`src/temperature_alarm_fsm_unit_defines.svh`:
```
// ----------------------------------------------------------------------------
// temperature alarm fsm unit assertion macros
// shared concurrent assertion forms, all reset-qualified
// ----------------------------------------------------------------------------
`ifndef TEMPERATURE_ALARM_FSM_UNIT_DEFINES_SVH
`define TEMPERATURE_ALARM_FSM_UNIT_DEFINES_SVH

// same-cycle implication
`define TAF_ASSERT_NOW(label, clk, rst, ante, cons) \
   label: assert property (@(posedge clk) disable iff (rst) (ante) |-> (cons)) \
      else $error("temperature alarm fsm assertion failed");

// next-cycle implication
`define TAF_ASSERT_NEXT(label, clk, rst, ante, cons) \
   label: assert property (@(posedge clk) disable iff (rst) (ante) |=> (cons)) \
      else $error("temperature alarm fsm assertion failed");

`endif

```
`src/taf_pkg.sv`:
```
// ----------------------------------------------------------------------------
// taf_pkg
// types, codes and helpers shared by the temperature alarm state machine
// ----------------------------------------------------------------------------
package taf_pkg;

   // sample and threshold width
   localparam int TEMP_WIDTH = 16;
   localparam int STATE_W    = 4;
   localparam int LED_W      = 2;
   localparam int EVENT_W    = 3;
   localparam int CLASS_W    = 3;
   localparam int CSR_IDX_W  = 2;

   // state codes
   localparam logic [STATE_W-1:0] ST_NORM1   = 4'd0;
   localparam logic [STATE_W-1:0] ST_NORM2   = 4'd1;
   localparam logic [STATE_W-1:0] ST_NORM3   = 4'd2;
   localparam logic [STATE_W-1:0] ST_WARNHI1 = 4'd3;
   localparam logic [STATE_W-1:0] ST_WARNHI2 = 4'd4;
   localparam logic [STATE_W-1:0] ST_CRITHI  = 4'd5;
   localparam logic [STATE_W-1:0] ST_WARNLO1 = 4'd6;
   localparam logic [STATE_W-1:0] ST_WARNLO2 = 4'd7;
   localparam logic [STATE_W-1:0] ST_CRITLO  = 4'd8;

   // led patterns
   localparam logic [LED_W-1:0] LED_OFF  = 2'd0;
   localparam logic [LED_W-1:0] LED_SLOW = 2'd1;
   localparam logic [LED_W-1:0] LED_FAST = 2'd2;

   // alarm events
   localparam logic [EVENT_W-1:0] EV_NONE     = 3'd0;
   localparam logic [EVENT_W-1:0] EV_HI_WARN  = 3'd1;
   localparam logic [EVENT_W-1:0] EV_LO_WARN  = 3'd2;
   localparam logic [EVENT_W-1:0] EV_HI_ALARM = 3'd3;
   localparam logic [EVENT_W-1:0] EV_LO_ALARM = 3'd4;

   // state classes
   localparam logic [CLASS_W-1:0] CL_NORM1  = 3'd0;
   localparam logic [CLASS_W-1:0] CL_NORM2  = 3'd1;
   localparam logic [CLASS_W-1:0] CL_NORM3  = 3'd2;
   localparam logic [CLASS_W-1:0] CL_WARNHI = 3'd3;
   localparam logic [CLASS_W-1:0] CL_CRITHI = 3'd4;
   localparam logic [CLASS_W-1:0] CL_WARNLO = 3'd5;
   localparam logic [CLASS_W-1:0] CL_CRITLO = 3'd6;

   // register indexes
   localparam logic [CSR_IDX_W-1:0] CSR_HI_CRIT = 2'd0;
   localparam logic [CSR_IDX_W-1:0] CSR_HI_WARN = 2'd1;
   localparam logic [CSR_IDX_W-1:0] CSR_LO_WARN = 2'd2;
   localparam logic [CSR_IDX_W-1:0] CSR_LO_CRIT = 2'd3;

   // threshold reset values
   localparam logic signed [TEMP_WIDTH-1:0] HI_CRIT_RST = 16'sd100;
   localparam logic signed [TEMP_WIDTH-1:0] HI_WARN_RST = 16'sd80;
   localparam logic signed [TEMP_WIDTH-1:0] LO_WARN_RST = 16'sd10;
   localparam logic signed [TEMP_WIDTH-1:0] LO_CRIT_RST = 16'sd0;

   typedef struct packed {
      logic signed [TEMP_WIDTH-1:0] temperature;
      logic                         restart;
   } taf_req_type;

   typedef struct packed {
      logic [EVENT_W-1:0] alarm_event;
      logic               pattern_set;
      logic [LED_W-1:0]   blink_pattern;
      logic [CLASS_W-1:0] state_class;
   } taf_rsp_type;

   typedef struct packed {
      logic signed [TEMP_WIDTH-1:0] hi_crit;
      logic signed [TEMP_WIDTH-1:0] hi_warn;
      logic signed [TEMP_WIDTH-1:0] lo_warn;
      logic signed [TEMP_WIDTH-1:0] lo_crit;
   } taf_thresh_type;

   // readable class of a state code, unused codes read as first normal
   function automatic logic [CLASS_W-1:0] class_of_state(input logic [STATE_W-1:0] st);
      logic [CLASS_W-1:0] cl;
      case (st)
         ST_NORM1:   cl = CL_NORM1;
         ST_NORM2:   cl = CL_NORM2;
         ST_NORM3:   cl = CL_NORM3;
         ST_WARNHI1: cl = CL_WARNHI;
         ST_WARNHI2: cl = CL_WARNHI;
         ST_CRITHI:  cl = CL_CRITHI;
         ST_WARNLO1: cl = CL_WARNLO;
         ST_WARNLO2: cl = CL_WARNLO;
         ST_CRITLO:  cl = CL_CRITLO;
         default:    cl = CL_NORM1;
      endcase
      return cl;
   endfunction

endpackage

```
`src/taf_step.sv`:
```
// ----------------------------------------------------------------------------
// taf_step
// next-state and result logic for one sample, purely combinational
// ----------------------------------------------------------------------------
module taf_step (
   input  logic [taf_pkg::STATE_W-1:0] cur_state,
   input  logic [taf_pkg::LED_W-1:0]   cur_led,
   input  taf_pkg::taf_req_type        req,
   input  taf_pkg::taf_thresh_type     thr,
   output logic [taf_pkg::STATE_W-1:0] next_state,
   output taf_pkg::taf_rsp_type        rsp
);
   import taf_pkg::*;

   logic               ge_hw;
   logic               ge_hc;
   logic               le_lw;
   logic               le_lc;
   logic [EVENT_W-1:0] ev;
   logic [LED_W-1:0]   pat;
   logic               set;

   // threshold compares, all signed
   assign ge_hw = (req.temperature >= thr.hi_warn);
   assign ge_hc = (req.temperature >= thr.hi_crit);
   assign le_lw = (req.temperature <= thr.lo_warn);
   assign le_lc = (req.temperature <= thr.lo_crit);

   // transitions, check order depends on the state
   always_comb begin
      next_state = cur_state;
      pat        = cur_led;
      ev         = EV_NONE;
      set        = 1'b0;
      if (req.restart) begin
         next_state = ST_NORM1;
         pat        = LED_OFF;
         set        = 1'b1;
      end else begin
         case (cur_state)
            ST_NORM1: begin
               if (ge_hw) begin
                  ev = EV_HI_WARN; pat = LED_SLOW; next_state = ST_WARNHI1; set = 1'b1;
               end else if (le_lw) begin
                  ev = EV_LO_WARN; pat = LED_SLOW; next_state = ST_WARNLO1; set = 1'b1;
               end
            end
            ST_NORM2: begin
               // back from low side: low re-entry is silent
               if (ge_hw) begin
                  ev = EV_HI_WARN; pat = LED_SLOW; next_state = ST_WARNHI1; set = 1'b1;
               end else if (le_lw) begin
                  pat = LED_SLOW; next_state = ST_WARNLO1; set = 1'b1;
               end
            end
            ST_NORM3: begin
               // back from high side: high re-entry is silent
               if (le_lw) begin
                  ev = EV_LO_WARN; pat = LED_SLOW; next_state = ST_WARNLO1; set = 1'b1;
               end else if (ge_hw) begin
                  pat = LED_SLOW; next_state = ST_WARNHI1; set = 1'b1;
               end
            end
            ST_WARNHI1: begin
               if (ge_hc) begin
                  ev = EV_HI_ALARM; pat = LED_FAST; next_state = ST_CRITHI; set = 1'b1;
               end else if (!ge_hw) begin
                  pat = LED_OFF; next_state = ST_NORM3; set = 1'b1;
               end
            end
            ST_WARNHI2: begin
               if (!ge_hw) begin
                  pat = LED_OFF; next_state = ST_NORM3; set = 1'b1;
               end else if (ge_hc) begin
                  pat = LED_FAST; next_state = ST_CRITHI; set = 1'b1;
               end
            end
            ST_CRITHI: begin
               if (!ge_hc) begin
                  pat = LED_SLOW; next_state = ST_WARNHI2; set = 1'b1;
               end
            end
            ST_WARNLO1: begin
               if (!le_lw) begin
                  pat = LED_OFF; next_state = ST_NORM2; set = 1'b1;
               end else if (le_lc) begin
                  ev = EV_LO_ALARM; pat = LED_FAST; next_state = ST_CRITLO; set = 1'b1;
               end
            end
            ST_WARNLO2: begin
               if (!le_lw) begin
                  pat = LED_OFF; next_state = ST_NORM2; set = 1'b1;
               end else if (le_lc) begin
                  pat = LED_FAST; next_state = ST_CRITLO; set = 1'b1;
               end
            end
            ST_CRITLO: begin
               if (!le_lc) begin
                  pat = LED_SLOW; next_state = ST_WARNLO2; set = 1'b1;
               end
            end
            default: begin
               // unused code: recover to first normal state
               next_state = ST_NORM1;
               pat        = LED_OFF;
               set        = 1'b1;
            end
         endcase
      end
   end

   // result word
   always_comb begin
      rsp.alarm_event   = ev;
      rsp.pattern_set   = set;
      rsp.blink_pattern = pat;
      rsp.state_class   = class_of_state(next_state);
   end

endmodule

```
`src/temperature_alarm_fsm_unit.sv`:
```
// ----------------------------------------------------------------------------
// temperature_alarm_fsm_unit
// nine-state temperature alarm machine with hysteresis and led pattern
// ----------------------------------------------------------------------------
// Takes one sample word per cycle while the output is not stalled, and
// returns one result word per sample. A sample is captured into an input
// register, evaluated against the four thresholds in one combinational pass,
// and its result lands in the output register on the edge at which the pipe
// can advance. The state and led registers update on that same edge, so the
// following sample always sees them. The output register holds a result while
// the consumer stalls and the input register keeps accepting as long as the
// pipe can move. Threshold writes take effect on the next edge.
`include "temperature_alarm_fsm_unit_defines.svh"

module temperature_alarm_fsm_unit (
   input  logic                             clock,
   input  logic                             reset,
   input  logic                             req_valid,
   output logic                             req_ready,
   input  taf_pkg::taf_req_type             req_payload,
   output logic                             rsp_valid,
   input  logic                             rsp_ready,
   output taf_pkg::taf_rsp_type             rsp_payload,
   input  logic                             csr_we,
   input  logic [taf_pkg::CSR_IDX_W-1:0]    csr_index,
   input  logic [taf_pkg::TEMP_WIDTH-1:0]   csr_wdata
);
   import taf_pkg::*;

   logic                 in_valid_ff;
   logic                 in_valid_in;
   taf_req_type          in_word_ff;
   logic                 rsp_valid_ff;
   logic                 rsp_valid_in;
   taf_rsp_type          rsp_word_ff;
   logic [STATE_W-1:0]   fsm_state_ff;
   logic [LED_W-1:0]     led_pattern_ff;
   taf_thresh_type       thresh_ff;
   logic                 advance;
   logic                 fire;
   logic [STATE_W-1:0]   step_state;
   taf_rsp_type          step_rsp;
   logic                 crit_state;
   logic                 norm_state;

   // pipe control
   assign advance      = !rsp_valid_ff || rsp_ready;
   assign fire         = in_valid_ff && advance;
   assign req_ready    = !in_valid_ff || advance;
   assign in_valid_in  = req_valid ? 1'b1 : (in_valid_ff && !advance);
   assign rsp_valid_in = fire ? 1'b1 : (rsp_valid_ff && !rsp_ready);

   // input register
   always_ff @(posedge clock) begin
      if (reset) begin
         in_valid_ff <= 1'b0;
      end else if (req_ready) begin
         in_valid_ff <= in_valid_in;
      end
   end

   always_ff @(posedge clock) begin
      if (req_valid && req_ready) begin
         in_word_ff <= req_payload;
      end
   end

   // threshold registers
   always_ff @(posedge clock) begin
      if (reset) begin
         thresh_ff.hi_crit <= HI_CRIT_RST;
         thresh_ff.hi_warn <= HI_WARN_RST;
         thresh_ff.lo_warn <= LO_WARN_RST;
         thresh_ff.lo_crit <= LO_CRIT_RST;
      end else if (csr_we) begin
         case (csr_index)
            CSR_HI_CRIT: thresh_ff.hi_crit <= csr_wdata;
            CSR_HI_WARN: thresh_ff.hi_warn <= csr_wdata;
            CSR_LO_WARN: thresh_ff.lo_warn <= csr_wdata;
            CSR_LO_CRIT: thresh_ff.lo_crit <= csr_wdata;
            default: begin
            end
         endcase
      end
   end

   // transition logic
   taf_step u_step (
      .cur_state  (fsm_state_ff),
      .cur_led    (led_pattern_ff),
      .req        (in_word_ff),
      .thr        (thresh_ff),
      .next_state (step_state),
      .rsp        (step_rsp)
   );

   // state and led registers
   always_ff @(posedge clock) begin
      if (reset) begin
         fsm_state_ff   <= ST_NORM1;
         led_pattern_ff <= LED_OFF;
      end else if (fire) begin
         fsm_state_ff   <= step_state;
         led_pattern_ff <= step_rsp.blink_pattern;
      end
   end

   // result register
   always_ff @(posedge clock) begin
      if (reset) begin
         rsp_valid_ff <= 1'b0;
      end else begin
         rsp_valid_ff <= rsp_valid_in;
      end
   end

   always_ff @(posedge clock) begin
      if (fire) begin
         rsp_word_ff <= step_rsp;
      end
   end

   assign rsp_valid   = rsp_valid_ff;
   assign rsp_payload = rsp_word_ff;

   // state groups for the checks below
   assign crit_state = (fsm_state_ff == ST_CRITHI) || (fsm_state_ff == ST_CRITLO);
   assign norm_state = (fsm_state_ff == ST_NORM1) || (fsm_state_ff == ST_NORM2) ||
                       (fsm_state_ff == ST_NORM3);

   // state code stays within the nine used codes
   `TAF_ASSERT_NOW(a_state_legal, clock, reset, 1'b1, fsm_state_ff <= ST_CRITLO)
   // critical states always blink fast
   `TAF_ASSERT_NOW(a_crit_fast, clock, reset, crit_state, led_pattern_ff == LED_FAST)
   // normal states always have the led off
   `TAF_ASSERT_NOW(a_norm_off, clock, reset, norm_state, led_pattern_ff == LED_OFF)
   // an alarm event always comes with a pattern change
   `TAF_ASSERT_NOW(a_event_sets, clock, reset, rsp_valid_ff && rsp_word_ff.alarm_event != EV_NONE, rsp_word_ff.pattern_set)
   // a result follows every evaluated sample
   `TAF_ASSERT_NEXT(a_fire_rsp, clock, reset, fire, rsp_valid_ff)

endmodule
```
`config.mk`:
```
export PLATFORM = sky130hd
export DESIGN_NAME = temperature_alarm_fsm_unit
export DESIGN_NICKNAME = d
export VERILOG_FILES = /design/src/taf_pkg.sv /design/src/taf_step.sv /design/src/temperature_alarm_fsm_unit.sv
export VERILOG_INCLUDE_DIRS = /design/src /design/src/src
export SDC_FILE = /design/constraint.sdc
export NUM_CORES = 1
export LEC_CHECK = 0
export ABC_AREA = 1
export BUFFER_PORTS_ARGS = -buffer_cell sky130_fd_sc_hd__buf_4
export CORE_ASPECT_RATIO = 1.2
export CORE_MARGIN = 2
export CORE_UTILIZATION = 30
export CTS_CLUSTER_DIAMETER = 60
export DETAILED_ROUTE_END_ITERATION = 10
export HOLD_SLACK_MARGIN = 0.15
export MAX_ROUTING_LAYER = met4
export PLACE_DENSITY_LB_ADDON = 0.08
export SYNTH_ARGS = -nofsm -noshare
export SYNTH_HDL_FRONTEND = slang
export SYNTH_SLANG_ARGS = --single-unit
```
`constraint.sdc`:
```
create_clock -name clock -period 2.7 [get_ports clock]
set_input_delay 0.135 -clock clock [delete_from_list [all_inputs] [get_ports clock]]
set_output_delay 0.135 -clock clock [all_outputs]
set_load 0.05 [all_outputs]
```
# Word level (Yosys, flattened, before mapping)
# Memories as Yosys holds them, arrays and structs flattened. A register that Yosys moved wholly into a read port is not among the register bits.
# Cells that the tools add are included.
# word_totals
reg_bits	95
mem_bits_ro	48
inputBits	40
output_inout_bits	11
word_cells	97
mem_count	1
# classes
n_lt_le_gt_ge	4
n_eq_ne	11
n_mux	50
reduce_logical	18
# mem_list
name	words	word_bits	rd	rd_ports_with_merged_regs	wr	line	source
(no name shown)	16	3	1	1	0	taf_pkg.sv:81	case (st)
# ops
cell	n
$mux W4	13
$ge A16 B16 Y1	2
$le A16 B16 Y1	2
$mux W2	15
$pmux W4 S7	1
$eq A4 B3 Y1 const B	4
$mux W1	15
$pmux W3 S5	1
$pmux W2 S7	1
$mux W3	3
$eq A4 B2 Y1 const B	2
$reduce_and A2 Y1	4
$pmux W1 S7	1
$eq A2 B2 Y1 const B	2
$eq A4 B1 Y1 const B	1
$eq A4 B4 Y1 const B	1
$logic_and A1 B1 Y1	4
$logic_not A1 Y1	4
$logic_not A4 Y1	1
$reduce_or A2 Y1	2
$eq A2 B1 Y1 const B	1
$logic_not A2 Y1	1
$logic_or A1 B1 Y1	2

# Depth between registers and ports, before layout
# logic_depth
depth_word	5
mapped_depth	22
ltp_nobuf	22

# Cells and area by module
# A second synthesis with hierarchy kept.
# hier_totals
hier_cells	894
area_unflattened_um2	6084.6
# by_module_without_submodules
module	instances	cells_per_inst	area_each_um2	seq_area_each_um2
temperature_alarm_fsm_unit	1	479	3744.8	2222.1
taf_step	1	415	2339.7	0.0

# Worst setup path after synthesis
# OpenSTA, ideal clock, no wires.
# synth_path
path_type	register -> register
from	register in_word_ff[16] (netlist bit)
to	register rsp_payload[2] (netlist name)
setup_ns	0.255
arrival_ns	2.022
t_required_ns	2.445
slack_ns	0.423
path_stages_with_launch	18
path_buffers	0
synth_period_minus_slack_ns	2.277
cell_sequence	edfxtp_1 -> ha_1 -> nand2_2 -> inv_1 -> nand2_1 -> nand2_1 -> a21oi_2 -> nand3_1 -> nand2_1 -> nand3_2 -> nand2_1 -> inv_1 -> nor2_1 -> nand2_1 -> o21ai_1 -> nand2_1 -> nand2_1 -> nand2_1
# synth_via
elab_chain_cells	5
elab_cells_between_ends	18
classes_between	order compare (4); mux (14)
# synth_rtl
element	line	source
start, declared	temperature_alarm_fsm_unit.sv:32	taf_req_type in_word_ff;
start signal, assigned	temperature_alarm_fsm_unit.sv:64	in_word_ff <= req_payload;
$le A16 B16 Y1 (tied with other cells)	taf_step.sv:27	assign le_lc = (req.temperature <= thr.lo_crit);
$mux W4 (on tied branches) (2 in a row)	n/a	
$pmux W4 S7 (*)	taf_step.sv:40	case (cur_state)
$mux W4 (*)	taf_step.sv:35	if (req.restart) begin
# Mark *: on every way between the ends. The rest lies on a longest branch, timed or not.
# A chain may end at the register's enable or synchronous reset.

# Worst setup path after layout
# layout_path
from	register in_word_ff[15] (netlist bit)
to	register rsp_payload[0] (netlist name)
# layout_via
elab_chain_cells	5
elab_cells_between_ends	18
classes_between	order compare (4); mux (14)
# layout_rtl
element	line
$le A16 B16 Y1 (tied with other cells)	taf_step.sv:27
$mux W4 (on tied branches) (2 in a row)	n/a
$pmux W4 S7 (*)	taf_step.sv:40
$mux W4 (*)	taf_step.sv:35
# Marked as above.

==> qor.txt <==
status: complete, no violations
number of distinct standard cells referenced by the synthesized netlist: 26
cell with the most instances after synthesis: sky130_fd_sc_hd__nand2_1
leakage component of the power: 3.34 nW
required time worst endpoint: 2.81 ns
area of the mapped netlist: 5500 um2
number of antenna violations at the first check in global routing: 0
launching element type of the critical path: flop
Post-synth ARST share: 0
cell types with the highest counts after synthesis: sky130_fd_sc_hd__nand2_1 (133), sky130_fd_sc_hd__inv_1 (118), sky130_fd_sc_hd__a21oi_1 (88), sky130_fd_sc_hd__dfxtp_1 (72), sky130_fd_sc_hd__o21ai_0 (69)
Hold WC Path Type: in -> reg
Die Footprint: 19,400 um2
placement row count: 54
fraction of final layout cells with drive strength greater than 1: 0.198
synthesized netlist cell count: 711
sequential element share of the synthesized area: 0.404
cell count of the worst hold path: 3
unrepaired setup endpoints after global routing: yes
insertion delay of the later-clocked pin in the worst-skew pair: 0.36 ns
depth of the worst register-to-register path: 16
height of the die: 152 um
Synth top area share: 0.262
Avg WL per Cell: 14.1 um
remaining antenna violation count: 0
routed vias: 4,847
total nets after synthesis: 815
Remaining DRCs: 0
number of enable-type register cells in the synthesized netlist: 26
first-pass GRT wire length: 24,200 um
Post-Place Worst Slack: -0.149 ns
end of the worst hold path: thresh_ff[36]
total congestion overflow after global routing: 0
final critical delay including setup and external delays: 2.65 ns
kind of capture point of the worst setup path: flop
highest clock rate: 0.377 GHz
worst r2r src: in_word_ff[15]
area of the core region: 18,100 um2
Reg2Reg Setup Slack: 0.05 ns
top cells by area, synth: sky130_fd_sc_hd__dfxtp_1 (26%), sky130_fd_sc_hd__ha_1 (15%), sky130_fd_sc_hd__edfxtp_1 (14%)
maximum fanout along the worst path: 7
global routing usage summed across all routing layers: 0.165
count of final hold-check violations: 0
synthesized flop and latch total: 98
count of port buffers added during placement: 50
source of the worst hold timing path: csr_index[1]
vias in the first global route: 4,733
clock transition time at the flip-flop clock pins of the worst setup and hold paths: 0.07 ns
prevailing post-synth register cell: sky130_fd_sc_hd__dfxtp_1
number of warnings reported in the yosys synthesis log: 0
worst setup path class: reg -> reg
total wire length: 15,000 um
final weighted congestion in routability-driven placement: 0.836
Power Density: 535 nW/um2
synth-to-layout area growth: 33.6%
Final nets: 933
number of antenna cells inserted: 0
area occupied by multi-input gates: 3020 um2
maximum level of the CTS H-tree: 3
horizontal die dimension: 128 um
end-of-flow core utilization: 0.406
arrival time at the worst endpoint: 2.76 ns
initial core utilization: 0.304
final worst clock skew: 0.00657 ns
Filler Cells Inserted: 1,868
clock tree from TritonCTS: built
cell type contributing the most total cell area after synthesis: sky130_fd_sc_hd__dfxtp_1
number of DRC markers after the initial detailed-route iteration: 189
total clock buffers created by CTS: 9
per-instance average area after synthesis: 7.74 um2
pin count of the biggest net entering global routing: 51
terminus of the critical flop-to-flop path: rsp_payload[0]
buffers from clock root to sink, at most: 2
mean number of vias per cell: 4.58
Peak supply drop: 0.279 mV
length of the first detailed-routing pass in iterations: 4
half-perimeter wire length of the detailed placement result: 11,100 um
I/O pin cnt: 51
final setup fails: 0
CTS Root Cell: sky130_fd_sc_hd__clkbuf_16
max-slew violations: 0
Max Cap Viol: 0
count of clock tree sinks: 98
sequential cell area: 2220 um2
post-route clock period utilization: 0.982
fin worst setup slack: 0.0498 ns
slew at the pin with the worst max-slew slack: 0.858 ns
worst slew slack as a fraction of its limit: 0.427
==> layer usage <==
layer  vias to the layer above  GRT usage  wire length (um)
met4                         0     0.0644               301
met1                      2189      0.194              6780
met2                        54      0.281              7580
li1                       2588          -                 -
met3                        16     0.0239               304
met5                         -          -                 0
==> timing repair <==
| item | in CTS | in global routing |
|---|---|---|
| hold buffers | 37 | 0 |
| gates resized for setup | 11 | 52 |
| setup endpoints to repair | 8 | 11 |
| endpoints found under the hold margin | 83 | 0 |
| setup buffers | 4 | 10 |
| pin swaps | 1 | 35 |
==> how the worst max path moves through the flow <==
stage	from	endpoint	slack, ns	cells after the start
5_1_grt	in_word_ff[12]	rsp_payload[2]	-0.14	17
6_report	in_word_ff[15]	rsp_payload[0]	0.05	16
2_1_floorplan	in_word_ff[16]	rsp_payload[2]	0.42	17
3_3_place_gp	in_word_ff[16]	rsp_payload[3]	-0.15	16
3_5_place_dp	in_word_ff[16]	rsp_payload[2]	-0.15	18
4_1_cts	in_word_ff[16]	rsp_payload[2]	0.02	19
==> metrics by stage <==
stage               instances  setup TNS (ns)  area (um2)  hold slack (ns)  total power, mW
floorplan                 711               0        5500            0.204             2.17
global placement          991          -0.684        6280            0.313             2.45
detailed placement        991          -0.692        6280            0.315             2.45
CTS                      1048               0        7050            0.182             3.89
global route             1058          -0.410        7350            0.217             4.18
finish                   1058               0        7350            0.188             3.94
==> final cells by class <==
cell class / instances / share of cell area
Clock buffer: 12 / 0.0349
Inverter: 121 / 0.0618
Multi-Input combinational cell: 475 / 0.411
Tap cell: 224 / 0.0381
Clock inverter: 4 / 0.00681
Timing Repair Buffer: 124 / 0.145
Sequential cell: 98 / 0.302
==> flip-flops by register name (all words and copies together) (netlist names) <==
| signal | count |
|---|---|
| in_valid_ff | 1 |
| fsm_state_ff | 4 |
| rsp_payload | 9 |
| in_word_ff | 17 |
| led_pattern_ff | 2 |
| thresh_ff | 64 |
| rsp_valid | 1 |
==> cell usage in the layout, fill, tap and decap left out, types with 4 or more instances in the layout <==
master / instances
sky130_fd_sc_hd__nand2_4: 4
sky130_fd_sc_hd__inv_2: 4
sky130_fd_sc_hd__inv_1: 117
sky130_fd_sc_hd__buf_4: 80
sky130_fd_sc_hd__o21ai_0: 67
sky130_fd_sc_hd__nor2_4: 6
sky130_fd_sc_hd__o21ai_1: 4
sky130_fd_sc_hd__nor2_2: 10
sky130_fd_sc_hd__edfxtp_1: 26
sky130_fd_sc_hd__dfxtp_1: 72
sky130_fd_sc_hd__o211ai_1: 7
sky130_fd_sc_hd__a21oi_1: 85
sky130_fd_sc_hd__nor2_1: 33
sky130_fd_sc_hd__nand4_1: 11
sky130_fd_sc_hd__buf_6: 5
sky130_fd_sc_hd__ha_1: 58
sky130_fd_sc_hd__nand3_1: 21
sky130_fd_sc_hd__nand3_2: 7
sky130_fd_sc_hd__nand2_1: 120
sky130_fd_sc_hd__nand2_2: 13
sky130_fd_sc_hd__ha_4: 6
sky130_fd_sc_hd__dlygate4sd3_1: 37
sky130_fd_sc_hd__nor3_1: 5
sky130_fd_sc_hd__clkbuf_16: 9
==> worst max-delay path, stage by stage, from the launching register on <==
cell and delay (ns):
sky130_fd_sc_hd__edfxtp_1 0.52, sky130_fd_sc_hd__ha_1 0.39, sky130_fd_sc_hd__nand2_4 0.08, sky130_fd_sc_hd__nor2_4 0.04, sky130_fd_sc_hd__buf_4 0.14, sky130_fd_sc_hd__a21oi_4 0.17
sky130_fd_sc_hd__nand3_1 0.11, sky130_fd_sc_hd__nand2_2 0.11, sky130_fd_sc_hd__nand3_4 0.12, sky130_fd_sc_hd__nand2_1 0.09, sky130_fd_sc_hd__inv_1 0.05, sky130_fd_sc_hd__nor2_1 0.18
sky130_fd_sc_hd__nand3_2 0.14, sky130_fd_sc_hd__nand2_4 0.10, sky130_fd_sc_hd__inv_2 0.04, sky130_fd_sc_hd__o21ai_1 0.06, sky130_fd_sc_hd__nand2_1 0.06
==> logic make-up after synthesis <==
kind of cell | synth area share
buf+inv | 0.0942
simple gates | 0.193
flops | 0.404
compound gates | 0.164
fa+ha+maj | 0.146
==> report_power, final <==
part	leakage, nW	internal, mW	switching, mW
logic	2.35	0.405	0.542
clock network	0.153	0.771	0.578
registers	0.841	1.60	0.0430
Power figures use the tool's default switching activity.
